File: config.mk
export PLATFORM = sky130hd
export DESIGN_NAME = escape_sequence_hex_encoder_flat
export DESIGN_NICKNAME = d
export VERILOG_FILES = /design/src/hw/rtl/eshex_pkg.sv /design/src/hw/rtl/eshex_in_if.sv /design/src/hw/rtl/eshex_out_if.sv /design/src/hw/rtl/eshex_decode.sv /design/src/hw/rtl/escape_sequence_hex_encoder.sv /design/src/flat_wrapper.sv
export SDC_FILE = /design/constraint.sdc
export NUM_CORES = 1
export LEC_CHECK = 0
export ABC_AREA = 1
export ABC_CLOCK_PERIOD_IN_PS = 2900
export BUFFER_PORTS_ARGS = -buffer_cell sky130_fd_sc_hd__buf_2
export CELL_PAD_IN_SITES_DETAIL_PLACEMENT = 1
export CELL_PAD_IN_SITES_GLOBAL_PLACEMENT = 2
export CORE_UTILIZATION = 25
export CTS_CLUSTER_SIZE = 14
export DETAILED_ROUTE_END_ITERATION = 8
export GPL_TIMING_DRIVEN = 0
export PLACE_DENSITY = 0.66
export SLEW_MARGIN = 20
export SYNTH_ARGS = -nofsm -noshare
export SYNTH_HDL_FRONTEND = slang
export SYNTH_SLANG_ARGS = --single-unit
export TNS_END_PERCENT = 30
File: constraint.sdc
create_clock -name clk -period 2.9 [get_ports clk]
set_input_delay 0.29 -clock clk [delete_from_list [all_inputs] [get_ports clk]]
set_output_delay 0.29 -clock clk [all_outputs]
set_load 0.03 [all_outputs]
File: src/hw/rtl/eshex_pkg.sv
`timescale 1ns / 1ps
// ----------------------------------------------------------------------------
// Escape sequence hex encoder package
// Shared types, character constants and the hex digit helper.
// ----------------------------------------------------------------------------
package eshex_pkg;

    // Escape decoding phases.
    typedef enum logic [2:0] {
        PH_PLAIN  = 3'd0,
        PH_BSLASH = 3'd1,
        PH_RAW1   = 3'd2,
        PH_RAW2   = 3'd3,
        PH_OCT1   = 3'd4,
        PH_OCT2   = 3'd5
    } eshex_phase_t;

    // Most characters that one input byte can produce.
    localparam int unsigned MAX_CHARS = 4;

    // Character codes.
    localparam logic [7:0] CH_BACKSLASH = 8'h5C;
    localparam logic [7:0] CH_ZERO      = 8'h30;
    localparam logic [7:0] CH_ALPHA_OFS = 8'h37;  // 'A' - 10
    localparam logic [7:0] CH_LOWER_N   = 8'h6E;
    localparam logic [7:0] CH_LOWER_T   = 8'h74;
    localparam logic [7:0] CH_LOWER_X   = 8'h78;
    localparam logic [7:0] CH_UPPER_X   = 8'h58;
    localparam logic [7:0] CODE_NEWLINE = 8'h0A;
    localparam logic [7:0] CODE_TAB     = 8'h09;

    // Group of characters produced by one accepted byte.
    typedef struct packed {
        logic [MAX_CHARS-1:0][7:0] chars;
        logic [2:0]                count;
        logic                      text_end;
    } eshex_group_t;

    // Uppercase hex digit for a nibble.
    function automatic logic [7:0] hex_digit(input logic [3:0] v);
        logic [7:0] v8;
        v8 = {4'd0, v};
        if (v < 4'd10)
        begin
            return CH_ZERO + v8;
        end
        return CH_ALPHA_OFS + v8;
    endfunction

    // Two hex digits for a byte, high nibble in the upper half.
    function automatic logic [15:0] hex_pair(input logic [7:0] b);
        return {hex_digit(b[7:4]), hex_digit(b[3:0])};
    endfunction

endpackage

File: src/hw/rtl/eshex_in_if.sv
`timescale 1ns / 1ps
// ----------------------------------------------------------------------------
// Escaped text channel
// Valid/ready channel that carries one byte of escaped text per transfer.
// ----------------------------------------------------------------------------
interface eshex_in_if;
    logic       valid;
    logic       ready;
    logic [7:0] in_char;
    logic       text_end;

    modport source (output valid, output in_char, output text_end, input ready);
    modport sink   (input valid, input in_char, input text_end, output ready);
endinterface

File: src/hw/rtl/eshex_out_if.sv
`timescale 1ns / 1ps
// ----------------------------------------------------------------------------
// Hex character channel
// Valid/ready channel that carries one output character per transfer.
// ----------------------------------------------------------------------------
interface eshex_out_if;
    logic       valid;
    logic       ready;
    logic [7:0] out_char;
    logic       run_last;
    logic       text_last;

    modport source (output valid, output out_char, output run_last, output text_last,
                    input ready);
    modport sink   (input valid, input out_char, input run_last, input text_last,
                    output ready);
endinterface

File: src/hw/rtl/eshex_decode.sv
`timescale 1ns / 1ps
// ----------------------------------------------------------------------------
// Escape decoder
// Holds the escape phase and the octal code, and turns one accepted byte
// into a group of zero to four output characters.
// ----------------------------------------------------------------------------
module eshex_decode (
    input  logic                  clk,
    input  logic                  rst_n,
    input  logic                  accept,
    input  logic [7:0]            in_char,
    input  logic                  text_end,
    output eshex_pkg::eshex_group_t group
);
    import eshex_pkg::*;

    eshex_phase_t phase_reg, phase_next;
    logic [5:0]   code_reg, code_next;

    logic         is_octal;
    logic [2:0]   digit;
    logic [15:0]  hex_in;
    logic [15:0]  hex_code;
    logic [15:0]  hex_third;
    logic [15:0]  hex_flush;
    eshex_phase_t phase_mid;
    logic [5:0]   code_mid;

    assign is_octal  = (in_char[7:3] == CH_ZERO[7:3]);
    assign digit     = in_char[2:0];
    assign hex_in    = hex_pair(in_char);
    assign hex_code  = hex_pair({2'b00, code_reg});
    // A third digit completes the code; only its low 8 bits are kept.
    assign hex_third = hex_pair({code_reg[4:0], digit});
    assign hex_flush = hex_pair({2'b00, code_mid});

    // Character production and phase transition for the byte.
    always_comb
    begin
        group.chars    = '0;
        group.count    = 3'd0;
        group.text_end = text_end;
        phase_mid      = phase_reg;
        code_mid       = code_reg;

        unique case (phase_reg)
            PH_BSLASH:
            begin
                phase_mid = PH_PLAIN;
                priority if (in_char == CH_LOWER_X || in_char == CH_UPPER_X)
                begin
                    phase_mid = PH_RAW1;
                end
                else if (is_octal)
                begin
                    code_mid  = {3'd0, digit};
                    phase_mid = PH_OCT1;
                end
                else if (in_char == CH_LOWER_N)
                begin
                    {group.chars[0], group.chars[1]} = hex_pair(CODE_NEWLINE);
                    group.count = 3'd2;
                end
                else if (in_char == CH_LOWER_T)
                begin
                    {group.chars[0], group.chars[1]} = hex_pair(CODE_TAB);
                    group.count = 3'd2;
                end
                else
                begin
                    {group.chars[0], group.chars[1]} = hex_in;
                    group.count = 3'd2;
                end
            end
            PH_RAW1:
            begin
                group.chars[0] = in_char;
                group.count    = 3'd1;
                phase_mid      = PH_RAW2;
            end
            PH_RAW2:
            begin
                group.chars[0] = in_char;
                group.count    = 3'd1;
                phase_mid      = PH_PLAIN;
            end
            PH_OCT1, PH_OCT2:
            begin
                priority if (is_octal && phase_reg == PH_OCT1)
                begin
                    code_mid  = {code_reg[2:0], digit};
                    phase_mid = PH_OCT2;
                end
                else if (is_octal)
                begin
                    {group.chars[0], group.chars[1]} = hex_third;
                    group.count = 3'd2;
                    code_mid    = 6'd0;
                    phase_mid   = PH_PLAIN;
                end
                else
                begin
                    // The pending code goes out first, then the byte as plain text.
                    {group.chars[0], group.chars[1]} = hex_code;
                    code_mid = 6'd0;
                    if (in_char == CH_BACKSLASH)
                    begin
                        group.count = 3'd2;
                        phase_mid   = PH_BSLASH;
                    end
                    else
                    begin
                        {group.chars[2], group.chars[3]} = hex_in;
                        group.count = 3'd4;
                        phase_mid   = PH_PLAIN;
                    end
                end
            end
            default:
            begin
                if (in_char == CH_BACKSLASH)
                begin
                    phase_mid = PH_BSLASH;
                end
                else
                begin
                    {group.chars[0], group.chars[1]} = hex_in;
                    group.count = 3'd2;
                    phase_mid   = PH_PLAIN;
                end
            end
        endcase

        // End of text flushes a pending octal code and drops other escapes.
        phase_next = phase_mid;
        code_next  = code_mid;
        if (text_end)
        begin
            if (phase_mid == PH_OCT1 || phase_mid == PH_OCT2)
            begin
                {group.chars[0], group.chars[1]} = hex_flush;
                group.count = 3'd2;
            end
            phase_next = PH_PLAIN;
            code_next  = 6'd0;
        end
    end

    // Escape state registers.
    always_ff @(posedge clk or negedge rst_n)
    begin
        if (!rst_n)
        begin
            phase_reg <= PH_PLAIN;
            code_reg  <= 6'd0;
        end
        else if (accept)
        begin
            phase_reg <= phase_next;
            code_reg  <= code_next;
        end
    end

endmodule

File: src/hw/rtl/escape_sequence_hex_encoder.sv
`timescale 1ns / 1ps
// ----------------------------------------------------------------------------
// Escape sequence hex encoder
// Resolves C-style escapes in a byte stream and emits each resolved byte as
// two uppercase hex characters; raw bytes after a hex escape are copied.
// ----------------------------------------------------------------------------
// Usage:
//   char_stream carries one text byte per transfer, with text_end on the
//   final byte of a text. hex_stream carries one output character per
//   transfer; run_last marks the last character caused by an input byte and
//   text_last the last character of the text.
//   A byte is decoded in the cycle it is accepted into a group register of up
//   to four characters; the group register then passes its characters in
//   order to the output register.
//   The output register sends one character per cycle while the receiver
//   is ready. A plain byte or an escape produces two characters, a raw
//   copied byte one, and a plain byte that ends an octal run four. A byte
//   that produces nothing (a backslash, an octal digit still gathering)
//   leaves no group to send. The next byte is taken in the cycle the last
//   character of the current group moves to the output register.
//   Reset clears the escape phase, the octal code and both valid flags.
//   When the receiver stalls, the output register holds and the group
//   register fills, after which char_stream.ready drops.
// ----------------------------------------------------------------------------
module escape_sequence_hex_encoder (
    input  logic         clk,
    input  logic         rst_n,
    eshex_in_if.sink     char_stream,
    eshex_out_if.source  hex_stream
);
    import eshex_pkg::*;

    eshex_group_t group;
    logic         accept;

    logic         pend_valid_reg, pend_valid_next;
    logic [1:0]   pend_idx_reg, pend_idx_next;
    eshex_group_t pend_reg;

    logic         out_valid_reg, out_valid_next;
    logic [7:0]   out_char_reg;
    logic         run_last_reg;
    logic         text_last_reg;

    logic         out_free;
    logic         move;
    logic         at_last;
    logic         move_last;

    // Escape decoding and state.
    eshex_decode u_decode (
        .clk      (clk),
        .rst_n    (rst_n),
        .accept   (accept),
        .in_char  (char_stream.in_char),
        .text_end (char_stream.text_end),
        .group    (group)
    );

    // Handshake and serializer control.
    assign out_free  = !out_valid_reg || hex_stream.ready;
    assign move      = pend_valid_reg && out_free;
    assign at_last   = ({1'b0, pend_idx_reg} + 3'd1) == pend_reg.count;
    assign move_last = move && at_last;
    assign char_stream.ready = !pend_valid_reg || move_last;
    assign accept    = char_stream.valid && char_stream.ready;

    always_comb
    begin
        pend_valid_next = pend_valid_reg;
        pend_idx_next   = pend_idx_reg;
        if (accept)
        begin
            pend_valid_next = (group.count != 3'd0);
            pend_idx_next   = 2'd0;
        end
        else if (move_last)
        begin
            pend_valid_next = 1'b0;
        end
        else if (move)
        begin
            pend_idx_next = pend_idx_reg + 2'd1;
        end

        out_valid_next = out_valid_reg;
        if (move)
        begin
            out_valid_next = 1'b1;
        end
        else if (hex_stream.ready)
        begin
            out_valid_next = 1'b0;
        end
    end

    // Control registers.
    always_ff @(posedge clk or negedge rst_n)
    begin
        if (!rst_n)
        begin
            pend_valid_reg <= 1'b0;
            pend_idx_reg   <= 2'd0;
            out_valid_reg  <= 1'b0;
        end
        else
        begin
            pend_valid_reg <= pend_valid_next;
            pend_idx_reg   <= pend_idx_next;
            out_valid_reg  <= out_valid_next;
        end
    end

    // Group and output payload registers.
    always_ff @(posedge clk)
    begin
        if (accept)
        begin
            pend_reg <= group;
        end
        if (move)
        begin
            out_char_reg  <= pend_reg.chars[pend_idx_reg];
            run_last_reg  <= at_last;
            text_last_reg <= at_last && pend_reg.text_end;
        end
    end

    assign hex_stream.valid     = out_valid_reg;
    assign hex_stream.out_char  = out_char_reg;
    assign hex_stream.run_last  = run_last_reg;
    assign hex_stream.text_last = text_last_reg;

`ifndef SYNTHESIS
    // The read position always stays inside the held group.
    a_idx_in_group: assert property (@(posedge clk) disable iff (!rst_n)
        pend_valid_reg |-> (({1'b0, pend_idx_reg} < pend_reg.count)
                            && (pend_reg.count <= 3'd4)))
        else $error("group read position outside the group");

    // A new byte only replaces a group whose last character leaves now.
    a_no_overwrite: assert property (@(posedge clk) disable iff (!rst_n)
        (accept && pend_valid_reg) |-> (move && at_last))
        else $error("group overwritten before it was sent");

    // The end of a text is always also the end of a run.
    a_text_last_run: assert property (@(posedge clk) disable iff (!rst_n)
        (out_valid_reg && text_last_reg) |-> run_last_reg)
        else $error("text_last without run_last");

    // A moved character shows at the output in the next cycle.
    a_move_shows: assert property (@(posedge clk) disable iff (!rst_n)
        move |=> out_valid_reg)
        else $error("moved character not presented");
`endif

endmodule

File: src/flat_wrapper.sv
// flat-port wrapper written by rule: the top's interface ports become plain ports
module escape_sequence_hex_encoder_flat import eshex_pkg::*;
  (clk, rst_n, char_stream_valid, char_stream_in_char, char_stream_text_end, char_stream_ready, hex_stream_valid, hex_stream_out_char, hex_stream_run_last, hex_stream_text_last, hex_stream_ready);
  eshex_in_if char_stream_i ();
  eshex_out_if hex_stream_i ();
  input  logic clk;
  input  logic rst_n;
  input wire logic [$bits(char_stream_i.valid)-1:0] char_stream_valid;
  input wire logic [$bits(char_stream_i.in_char)-1:0] char_stream_in_char;
  input wire logic [$bits(char_stream_i.text_end)-1:0] char_stream_text_end;
  output wire logic [$bits(char_stream_i.ready)-1:0] char_stream_ready;
  output wire logic [$bits(hex_stream_i.valid)-1:0] hex_stream_valid;
  output wire logic [$bits(hex_stream_i.out_char)-1:0] hex_stream_out_char;
  output wire logic [$bits(hex_stream_i.run_last)-1:0] hex_stream_run_last;
  output wire logic [$bits(hex_stream_i.text_last)-1:0] hex_stream_text_last;
  input wire logic [$bits(hex_stream_i.ready)-1:0] hex_stream_ready;
  assign char_stream_i.valid = char_stream_valid;
  assign char_stream_i.in_char = char_stream_in_char;
  assign char_stream_i.text_end = char_stream_text_end;
  assign char_stream_ready = char_stream_i.ready;
  assign hex_stream_valid = hex_stream_i.valid;
  assign hex_stream_out_char = hex_stream_i.out_char;
  assign hex_stream_run_last = hex_stream_i.run_last;
  assign hex_stream_text_last = hex_stream_i.text_last;
  assign hex_stream_i.ready = hex_stream_ready;
  escape_sequence_hex_encoder u_core (.clk(clk), .rst_n(rst_n), .char_stream(char_stream_i), .hex_stream(hex_stream_i));
endmodule
# ---- Word level (Yosys, flattened, before mapping)
# Cells that the tools add are included.
dict set report totals {
  output_inout_bits 12
  ff_bits 59
}
dict set report classes {
  n_addsub 18
  n_bitwise 1
  n_reduce_logical 19
  eq_ne 15
  muxes 57
  n_lt_le_gt_ge 9
}
# cell n
set op_table {}
lappend op_table {{$mux 19} 9}
lappend op_table {{$mux 8} 17}
lappend op_table {{$add 6x4->7 const A} 12}
lappend op_table {{$eq 8x7->1 const B} 5}
lappend op_table {{$pmux 11 s3} 1}
lappend op_table {{$add 6x2->7 const A} 4}
lappend op_table {{$lt 4x4->1 const B} 6}
lappend op_table {{$mux 6} 4}
lappend op_table {{$pmux 8 s3} 1}
lappend op_table {{$mux 3} 6}
lappend op_table {{$bmux 8 s2} 1}
lappend op_table {{$mux 1} 13}
lappend op_table {{$eq 3x3->1 const B} 4}
lappend op_table {{$pmux 3 s4} 1}
lappend op_table {{$pmux 6 s2} 1}
lappend op_table {{$lt 2x4->1 const B} 2}
lappend op_table {{$eq 3x2->1 const B} 2}
lappend op_table {{$mux 2} 3}
lappend op_table {{$reduce_bool 2->1} 3}
lappend op_table {{$eq 5x3->1 const B} 1}
lappend op_table {{$logic_and 1x1->1} 5}
lappend op_table {{$logic_or 1x1->1} 4}
lappend op_table {{$reduce_or 2->1} 2}
lappend op_table {{$reduce_or 4->1} 1}
lappend op_table {{other kinds (10)} 11}

# ---- Logic depth before layout (Yosys ltp)
# Gate-level depths: netlist of run 1.
dict set report depth {
  word_depth 12
  depth_mapped 16
}

# ---- Cells and area by module
# A second synthesis of run 1 with hierarchy kept.
dict set report unflattened {
  cells_unflattened 448
  hier_area_um2 3718.6
}
# mod cells_per_inst seq_area_each_um2 area_per_inst_um2 instances
set by_module_without_submodules {}
lappend by_module_without_submodules {escape_sequence_hex_encoder 133 1481.4 1931.9 1}
lappend by_module_without_submodules {eshex_decode 315 225.2 1786.7 1}

# ---- Least setup slack after synthesis of run 1
# OpenSTA, ideal clock, no wires.
dict set report synth_path {
  path_type {reg2reg}
  start {reg u_core.pend_idx_reg[1]}
  end {reg u_core.pend_reg[0] (netlist name) (enable)}
  path_stages_with_launch 8
  required_time_ns 2.551
  arrival_ns 2.017
  n_path_buf 1
  setup_slack_ns 0.534
  cell_sequence {dfrtp_1 ha_1 xnor2_1 nand3_1 o21ai_2 nand2_1 inv_1 buf_4}
}
dict set report synth_via {
  elab_chain_len 5
}
# element line_no
set synth_rtl {}
lappend synth_rtl {{from (decl)} escape_sequence_hex_encoder.sv:37} ;# logic [1:0] pend_idx_reg, pend_idx_next;
lappend synth_rtl {{from (signal assigned)} escape_sequence_hex_encoder.sv:109} ;# pend_idx_reg <= pend_idx_next;
lappend synth_rtl {{$add 2x1->3} escape_sequence_hex_encoder.sv:63} ;# assign at_last = ({1'b0, pend_idx_reg} + 3'd1) == pend_reg.count;
lappend synth_rtl {{$eq 3x3->1} escape_sequence_hex_encoder.sv:63}
lappend synth_rtl {{$logic_and 1x1->1} escape_sequence_hex_encoder.sv:64} ;# assign move_last = move && at_last;
lappend synth_rtl {{$logic_or 1x1->1} escape_sequence_hex_encoder.sv:65} ;# assign char_stream.ready = !pend_valid_reg || move_last;
lappend synth_rtl {{net char_stream_ready} flat_wrapper.sv:11} ;# output wire logic [$bits(char_stream_i.ready)-1:0] char_stream_ready;
lappend synth_rtl {{$logic_and 1x1->1} escape_sequence_hex_encoder.sv:66} ;# assign accept = char_stream.valid && char_stream.ready;
lappend synth_rtl {{net u_core.accept} escape_sequence_hex_encoder.sv:34} ;# logic accept;
lappend synth_rtl {{to (signal assigned)} escape_sequence_hex_encoder.sv:119} ;# pend_reg <= group;
lappend synth_rtl {{to (decl)} escape_sequence_hex_encoder.sv:38} ;# eshex_group_t pend_reg;
# The timed path passes the listed nets, and every way through them passes these cells.
# A chain may end at the register's enable or synchronous reset.

# ---- Worst setup path in the final report of run 1
dict set report layout_path {
  start {reg u_core.pend_idx_reg[1]}
  end {reg u_core.pend_reg[6] (netlist name) (enable)}
}
dict set report layout_via {
  elab_chain_len 5
}
# element line_no
set layout_rtl {}
lappend layout_rtl {{$add 2x1->3} escape_sequence_hex_encoder.sv:63}
lappend layout_rtl {{$eq 3x3->1} escape_sequence_hex_encoder.sv:63}
lappend layout_rtl {{$logic_and 1x1->1} escape_sequence_hex_encoder.sv:64}
lappend layout_rtl {{$logic_or 1x1->1} escape_sequence_hex_encoder.sv:65}
lappend layout_rtl {{$logic_and 1x1->1} escape_sequence_hex_encoder.sv:66}
lappend layout_rtl {{net u_core.accept} escape_sequence_hex_encoder.sv:34}
# The timed path passes the listed nets, and every way through them passes these cells.

==> results of run 1 <==
worst register-to-register path, delay by kind of cell (launching register included):
kind,cells,cell delay (ns)
fa+ha+maj,1,0.35
compound gates,1,0.21
flops,1,0.48
simple gates,2,0.36
xor+xnor,1,0.16
buf+inv,2,0.58
stage by stage:
stage                     instances  cell area [sq um]  worst slack, ns
after floorplan                 429               3420            0.534
after global placement          629               3760            0.340
after detailed placement        629               3760            0.331
after CTS                       638               3920            0.308
after global routing            638               3920            0.154
final                           638               3920            0.366
power by group through the flow:
stage	clock [uW]	combinational, uW	sequential [uW]
after floorplan	0	912	1450
after global placement	0	1470	1330
after detailed placement	0	1500	1340
after CTS	637	1510	1320
after global routing	657	1690	1350
final	612	1490	1320
cell families (layout without fill, tap and decap cells):
kind of cell    Yosys count  after routing  synth area share, %
flops                    56             56                 47.2
compound gates           99             99                 16.5
buf+inv                  73            106                 8.33
simple gates            181            181                 21.4
xor+xnor                  7              7                 1.79
fa+ha+maj                13             13                 4.75
Yosys cell counts:
library cell	count	area, sq um
nand2_1	91	342
inv_1	61	229
nor2_1	60	225
o21ai_0	46	230
edfxtp_1	43	1290
nand3_1	21	105
a21oi_1	18	90.1
o22ai_1	15	93.8
dfrtp_1	13	325
ha_1	13	163
o2111ai_1	6	52.6
inv_2	5	18.8
o21ai_1	5	25.0
xor2_1	5	43.8
nor2_2	3	18.8
a22oi_1	2	15.0
buf_2	2	10.0
buf_4	2	15.0
clkbuf_1	2	7.51
nand4_1	2	12.5
xnor2_1	2	17.5
a21oi_2	1	8.76
a221oi_1	1	8.76
a32oi_1	1	8.76
clkbuf_2	1	5.00
nand3b_1	1	7.51
nor2_4	1	11.3
nor3_1	1	5.00
o211ai_1	1	7.51
o21a_1	1	7.51
o21ai_2	1	8.76
o221ai_1	1	8.76
or2_2	1	6.26
routing by layer:
layer,share of wire [%],track usage (%),up-vias
li1,-,-,1498
met4,2.0,5.70,0
met3,2.6,2.25,15
met2,47,27.1,44
met1,48,20.8,1411
met5,0,0,-
worst paths after layout:
kind                                                to  slack (ns)  cells past startpoint
hold / removal                   u_core.pend_valid_reg        0.22                      3
setup reg to reg                    u_core.pend_reg[6]        0.37                      7
setup / recovery                    u_core.pend_reg[6]        0.37                      7
hold reg to reg                u_core.hex_stream.valid        0.51                      2
max in group asynchronous  u_core.u_decode.code_reg[2]        2.20                      2
min in group asynchronous       u_core.pend_idx_reg[0]        0.43                      2
area by class of cell:
type                            instances  area share (%)
Sequential cell                        56            41.2
Multi-Input combinational cell        300            38.8
Inverter                               66            6.32
Tap cell                              176            5.62
Timing Repair Buffer                   25            3.32
Clock buffer                            6            3.29
Buffer                                  7           0.958
Clock inverter                          2           0.415
what timing repair did:
| item | 4_1_cts | 5_1_grt |
|---|---|---|
| hold buffers | 1 | 0 |
| endpoints found under the setup margin | 0 | 0 |
| endpoints found under the hold margin | 13 | 0 |
==> metrics.txt, run 1 <==
CP max stage delay=0.48 ns; CP endpoint kind=flop; number of I/O port buffers=24; Die H=119 microns; relative slew slack=36.3%; crit path launch=u_core.pend_idx_reg[1]; first-pass GRT wire length=17.2 mm; Sink Count=56; Critical Path, Cell by Cell=ha_1 > xnor2_1 > nand3_1 > o21ai_2 > nand2_1 > inv_1 > buf_4; total track usage=16.0%; fin crit period=2.53 ns; switch share=42.8%; Layout fillers=1629; slowest CP cell=dfrtp_1; DRT Pass-1 Iters=4; Vias/cell=4.65; worst IR drop on VDD=0.301 mV; CTS tree=yes; Clock Path Buffers=2; DRC=0; Final Core Density=29.5%; largest net degree at the start of global routing=43; Post-Syn Instances=429; die width=119 microns; clock root cell=clkbuf_16; flops & latches, synth=56; core area=0.0133 sq mm; nets@finish=487; area of the mapped netlist=0.00342 sq mm; Final Power=3420 uW; initial antenna violation count=0; die area=0.0142 sq mm; Worst-path clk slew=0.07 ns; internal power=1960 uW; setup violators final=0; CP top delay family=buffers and inverters; Period Utilization, post-route=87.4%; post-CTS setup buffer count=0; H-Tree Depth=2; most frequent cells in the layout=nand2_1 (91), inv_1 (61), nor2_1 (60); RSZ-0062 raised after global routing=false; Clock Skew=0.00864 ns; Worst Path Max Fanout=42; antenna cells=0; Routed Antenna Nets=0; Syn Area/Cell=7.98 sq um; max FFs per register=33; GR Overflow Total=0; final hold violations=0; commonest non-fill, non-tap cell in the layout=nand2_1; syn_nets=455; CTS-repair resized insts=0; P&R area growth vs syn=14.5%; register area=0.00162 sq mm; PD cells=874 mW/mm^2; Comb power frac=43.7%; critical path class=flop to flop; reg2reg start=u_core.pend_idx_reg[1]; Routed WL per cell=16.8 microns; IO Pins=25; DR iter-0 viols=148; worst slew pin tran=0.953 ns; vias in the first global route=3101; Initial Util=25.8%; Fmax=0.395 GHz; clock share of power=17.9%; GPL Wtd Cong=0.814; Setup crit start kind=flop; Hold Slack=0.216 ns; multi-input logic area=0.00152 sq mm; Critical Path RT=2.84 ns; detailed-route wire length=10.7 mm; Final Max Tran Viols=0; Critical Path AT=2.47 ns; run status=finished clean; TritonCTS Buffers=5; yosys warns=0; WP buf/inv=2; DP HPWL=8.74 mm; share of cells above drive strength 1=10.4%; leakage=0.00171 uW; Max-cap violations=0; sequential share of power=38.5%; switching power total=1460 uW; hold path start=char_stream_valid; DR vias=2968; Min-Delay Path Class=primary input to flop; row cnt=42; final setup TNS=0 ns; Cell variety after synth=33; Worst-Skew Late Latency=0.30 ns; sequential area share after synthesis=47.2%
Note: power is estimated with default switching activity, not from simulation.
==> run 2: changes to the inputs <==
ABC_AREA = unset   (was 1)
CELL_PAD_IN_SITES_DETAIL_PLACEMENT = unset   (was 1)
CELL_PAD_IN_SITES_GLOBAL_PLACEMENT = unset   (was 2)
GPL_TIMING_DRIVEN = unset   (was 0)
PLACE_DENSITY = 0.47   (was 0.66)
==> run 2 against run 1 <==
First-iteration DRC count rose by 73%. Routed wire length shrank 2.2%. Global-route usage shrank 1.6 points. Worst hold slack better by 0.026 ns. Cell area increased by 9.7%. Sequential share of layout area down 3.6 points. Core utilization grew 0.10 points. Total power rose by 9.8%. Via count down 0.77%. Clock skew decreased by 0.0026 ns. Area after synthesis rose by 8.7%. Critical endpoint is now u_core.pend_reg[14]. Largest cell class is now multi-input combinational cells. Largest power group unchanged.
==> metrics.txt, run 2 <==
fin crit period=2.41 ns; Final Max Tran Viols=0; Final Power=3760 uW; Post-synth top cells=edfxtp_1 (43), nand2_1 (24), nor2_1 (21); sequential area share after synthesis=43.4%; final hold violations=0; reg2reg start=u_core.u_decode.phase_reg[2]; WP depth=7; Syn Area/Cell=10.4 sq um; Die H=124 microns; R2R depth=7; relative slew slack=54.8%; yosys warns=0; PD cells=875 mW/mm^2; Min-Delay Path Class=primary input to flop; Initial Util=25.6%; Post-synth EDFFs=43; H-Tree Depth=2; nets@finish=411; CP max stage delay=0.51 ns; worst slew pin tran=0.672 ns; Worst Path Max Fanout=7; Critical Path AT=2.55 ns; max FFs per register=33; Final Core Density=29.6%; die width=124 microns; total track usage=14.4%; vias in the first global route=2895; Clock Path Buffers=2; CTS tree=yes; flops & latches, synth=56; Cell variety after synth=75; most frequent cell after synthesis=edfxtp_1; largest net degree at the start of global routing=36; ys async rst share=23.2%; commonest non-fill, non-tap cell in the layout=edfxtp_1; worst setup path end=u_core.pend_reg[14]; Worst-Skew Late Latency=0.29 ns; GR Overflow Total=0; Routed WL per cell=18.4 microns; Synth Flop Type=edfxtp_1; biggest area consumer among synthesized cells=edfxtp_1; R2R Path End=u_core.pend_reg[14]; Max-cap violations=0; Setup crit start kind=flop; Post-Syn Instances=359; CP top delay family=simple AND/OR/NAND/NOR gates; RSZ-0062 raised after global routing=false; most frequent cells in the layout=edfxtp_1 (43), nand2_1 (24), buf_2 (24); antenna cells=0; DRT Pass-1 Iters=4; share of cells above drive strength 1=18.9%; R2R setup slack=0.49 ns; clock root cell=clkbuf_16; DR vias=2945; run status=finished clean; first-pass GRT wire length=16.4 mm; IO Pins=25; critical path class=flop to flop; Worst-path clk slew=0.07 ns; GPL Wtd Cong=0.872; initial antenna violation count=0; Clock Skew=0.00604 ns; DR iter-0 viols=256; detailed-route wire length=10.5 mm; DRC=0; die area=0.0154 sq mm; area of the mapped netlist=0.00372 sq mm; setup ws final=0.494 ns; syn_nets=385; TritonCTS Buffers=5; setup violators final=0; Routed Antenna Nets=0; DP HPWL=8.06 mm; P&R area growth vs syn=15.5%; core area=0.0145 sq mm; Sink Count=56; Period Utilization, post-route=83.0%; number of I/O port buffers=24; Critical Path RT=3.04 ns; final setup TNS=0 ns; WP buf/inv=1; slowest CP cell=or4b_1; Critical Path, Cell by Cell=xor2_1 > and4_1 > a21oi_1 > ha_1 > inv_1 > or4b_1 > a31oi_1; row cnt=44; share of the synthesized area in the top cell type=34.7%; leakage=0.00157 uW; worst IR drop on VDD=0.262 mV; Fmax=0.416 GHz; top cells by area, synth=edfxtp_1 (35%), dfrtp_1 (8.7%), ha_1 (4.4%), mux4_2 (4.2%), a21oi_1 (2.7%); Vias/cell=5.17; worst slack, placed=0.276 ns; Layout fillers=1531; crit path launch=u_core.u_decode.phase_reg[2]; post-CTS setup buffer count=0; CP endpoint kind=flop
run 2: cell types whose count changed in the layout (fill, tap and decap cells not counted), moves of 11 or more:
cell	before	now
buf_4	2	16
inv_1	61	20
nand2_1	91	24
nand3_1	21	10
nor2_1	60	21
nor2b_1	0	12
o21ai_0	46	18
o22ai_1	15	4
run 2: worst min path at each step:
stage                 startpoint                           to  cells after the start
2_1_floorplan              rst_n      u_core.hex_stream.valid                      0
3_3_place_gp               rst_n  u_core.u_decode.code_reg[2]                      1
3_5_place_dp               rst_n  u_core.u_decode.code_reg[3]                      1
4_1_cts        char_stream_valid        u_core.pend_valid_reg                      3
5_1_grt        char_stream_valid        u_core.pend_valid_reg                      3
6_report       char_stream_valid        u_core.pend_valid_reg                      3
run 2: kinds of logic after synthesis:
logic type	synth area share, %
compound gates	19.9
xor+xnor	2.82
fa+ha+maj	4.37
buf+inv	5.11
flops	43.4
mux	5.34
simple gates	19.0
run 2: area by class of cell:
| class | instances | area [sq um] | area share [%] |
|---|---|---|---|
| Clock buffer | 6 | 129 | 3.00 |
| Clock inverter | 2 | 60.1 | 1.40 |
| Inverter | 21 | 78.8 | 1.83 |
| Multi-Input combinational cell | 259 | 1920 | 44.5 |
| Sequential cell | 56 | 1620 | 37.6 |
| Tap cell | 184 | 230 | 5.35 |
| Timing Repair Buffer | 42 | 270 | 6.28 |
run 2: routing by layer:
| layer | vias up | part of all wire, % | global-route usage (%) |
|---|---|---|---|
| li1 | 1407 | - | - |
| met1 | 1433 | 45 | 19.2 |
| met2 | 89 | 48 | 23.9 |
| met3 | 16 | 4.1 | 1.69 |
| met4 | 0 | 2.5 | 5.28 |
| met5 | - | 0 | 0 |
run 2: power breakdown:
part / total (uW) / internal (uW) / switching [uW]
clock network: 771 / 496 / 275
registers: 1310 / 1150 / 169
logic: 1680 / 668 / 1010
run 2: tightest hold or removal path, delay by kind of cell:
kind            cells  cell delay (ns)
compound gates      1             0.05
buf+inv             2             0.16
run 2: what timing repair did:
| item | in CTS | in global routing |
|---|---|---|
| hold buffers | 1 | 0 |
| endpoints found under the hold margin | 13 | 0 |
| resized for setup | 0 | 0 |
run 2: per-stage QoR:
stage               cell area, sq um  hold slack, ns  cells
finish                          4300           0.242    570
global route                    4300           0.247    570
CTS                             4300           0.240    570
detailed placement              4100           0.227    561
global placement                4100           0.216    561
floorplan                       3720        -0.00559    359
==> run 3: changes to the inputs <==
ABC_CLOCK_PERIOD_IN_PS = 2100   (was 2900)
PLACE_DENSITY = 0.48   (was 0.47)
clock period = 2.1 ns   (was 2.9 ns; I/O delays follow)
==> run 3 against run 2 <==
The run now ends with setup timing left. Combinational power rose by 74%. Cell area increased by 13%. First-iteration DRC count is 28% lower. Sequential power rose by 32%. Clock power up 11%. Register-to-register slack lost 0.55 ns. Clock skew rose by 0.0029 ns. Core utilization rose by 3.7 points. Fmax increased by 12%. Critical endpoint is now u_core.pend_reg[18]. Largest power group unchanged. Highest routed layer unchanged.
==> metrics.txt, run 3 (same netlist as run 2, synthesis figures left out) <==
run status=complete, but fails checks; failing checks=setup timing; Worst-Skew Late Latency=0.30 ns; DRC=0; DR iter-0 viols=184; Max-cap violations=0; die width=124 microns; Period Utilization, post-route=103%; Worst-path clk slew=0.07 ns; largest net degree at the start of global routing=21; R2R depth=7; GR Overflow Total=0; Worst Path Max Fanout=7; row cnt=44; Clock Path Buffers=2; Critical Path AT=2.30 ns; share of cells above drive strength 1=34.2%; Final Power=5510 uW; Routed WL per cell=17.7 microns; DR vias=3160; Final Core Density=33.3%; Initial Util=25.6%; Fmax=0.464 GHz; worst slew pin tran=0.556 ns; die area=0.0154 sq mm; Die H=124 microns; nets@finish=473; P&R area growth vs syn=30.1%; initial antenna violation count=0; Setup crit start kind=flop; Inst Count DP=621; setup violators final=3; detailed-route wire length=11.2 mm; core area=0.0145 sq mm; Min-Delay Path Class=primary input to flop; Vias/cell=5.00; PD cells=1140 mW/mm^2; relative slew slack=62.6%; GPL Wtd Cong=0.840; CTS tree=yes; hold path start=char_stream_valid; worst IR drop on VDD=0.373 mV; Routed Antenna Nets=0; DP HPWL=9.01 mm; Cell Area, Placed=0.00460 sq mm; most frequent cells in the layout=buf_4 (78), edfxtp_1 (43), buf_2 (24); final hold violations=0; number of I/O port buffers=24; CP endpoint kind=flop; antenna cells=0; RSZ-0062 raised after global routing=true; critical path class=flop to flop; setup ws final=-0.0545 ns; commonest non-fill, non-tap cell in the layout=buf_4; H-Tree Depth=2; TritonCTS Buffers=5; Hold Slack=0.175 ns; IO Pins=25; vias in the first global route=3224; leakage=0.00189 uW; DRT Pass-1 Iters=4; clock root cell=clkbuf_16; worst hold stages=3; Final Max Tran Viols=0; Layout Cells excl Fill=632; fin crit period=2.15 ns; max FFs per register=33; Sink Count=56; Clock Skew=0.00891 ns; Critical Path RT=2.25 ns; reg2reg start=u_core.u_decode.phase_reg[1]; first-pass GRT wire length=17.4 mm; total track usage=15.3%; crit path launch=u_core.u_decode.phase_reg[1]; Final Instance Area=0.00484 sq mm
==> run 3: per-stage QoR <==
| stage | TNS [ns] | setup slack, ns |
|---|---|---|
| 4_1_cts | -0.00638 | -0.00638 |
| 5_1_grt | -0.484 | -0.152 |
| 2_1_floorplan | -0.639 | -0.182 |
| 3_5_place_dp | -0.691 | -0.157 |
| 6_report | -0.121 | -0.0545 |
| 3_3_place_gp | -0.405 | -0.128 |
==> run 3: worst max-delay path: stages, from the launching register on <==
cell       delay (ns)
dfrtp_2          0.47
nor3b_4          0.22
buf_4            0.15
nand3_2          0.07
o211a_1          0.23
ha_2             0.21
a2111oi_4        0.44
a221o_1          0.20
==> run 3: cell type report <==
class	count	area (sq um)
fillers	1518	9690
multi-input cells	259	2020
flip-flops and latches	56	1620
repair buffers	104	736
well taps	184	230
clock buffers	5	125
inverters	21	91.3
clock inverters	3	27.5
==> run 3: final timing paths <==
kind	endpoint	slack (ns)
max in group asynchronous	u_core.u_decode.phase_reg[1]	1.50
hold / removal	u_core.pend_valid_reg	0.18
setup / recovery	u_core.pend_reg[18]	-0.05
min in group asynchronous	u_core.u_decode.phase_reg[2]	0.34
setup reg to reg	u_core.pend_reg[18]	-0.05
hold reg to reg	u_core.hex_stream.valid	0.53
==> run 3: power breakdown <==
| group | total [uW] | internal (uW) | switching [uW] |
|---|---|---|---|
| Sequential | 1730 | 1580 | 146 |
| Clock | 857 | 453 | 403 |
| Combinational | 2930 | 1280 | 1640 |
==> run 3: routing by layer <==
metal / up-vias / wire length, microns / global-route usage (%)
met5: - / 0 / 0
met1: 1531 / 4700 / 18.5
met4: 0 / 382 / 6.85
met2: 75 / 5610 / 26.9
met3: 25 / 485 / 2.15
li1: 1529 / - / -
==> run 3: what timing repair did <==
action,CTS,global route
setup endpoints to repair,3,8
buffers inserted,1,1
cloned,0,0
gates resized for setup,5,7
pin swaps,2,4
hold endpoints to repair,13,0
hold buffers,1,0
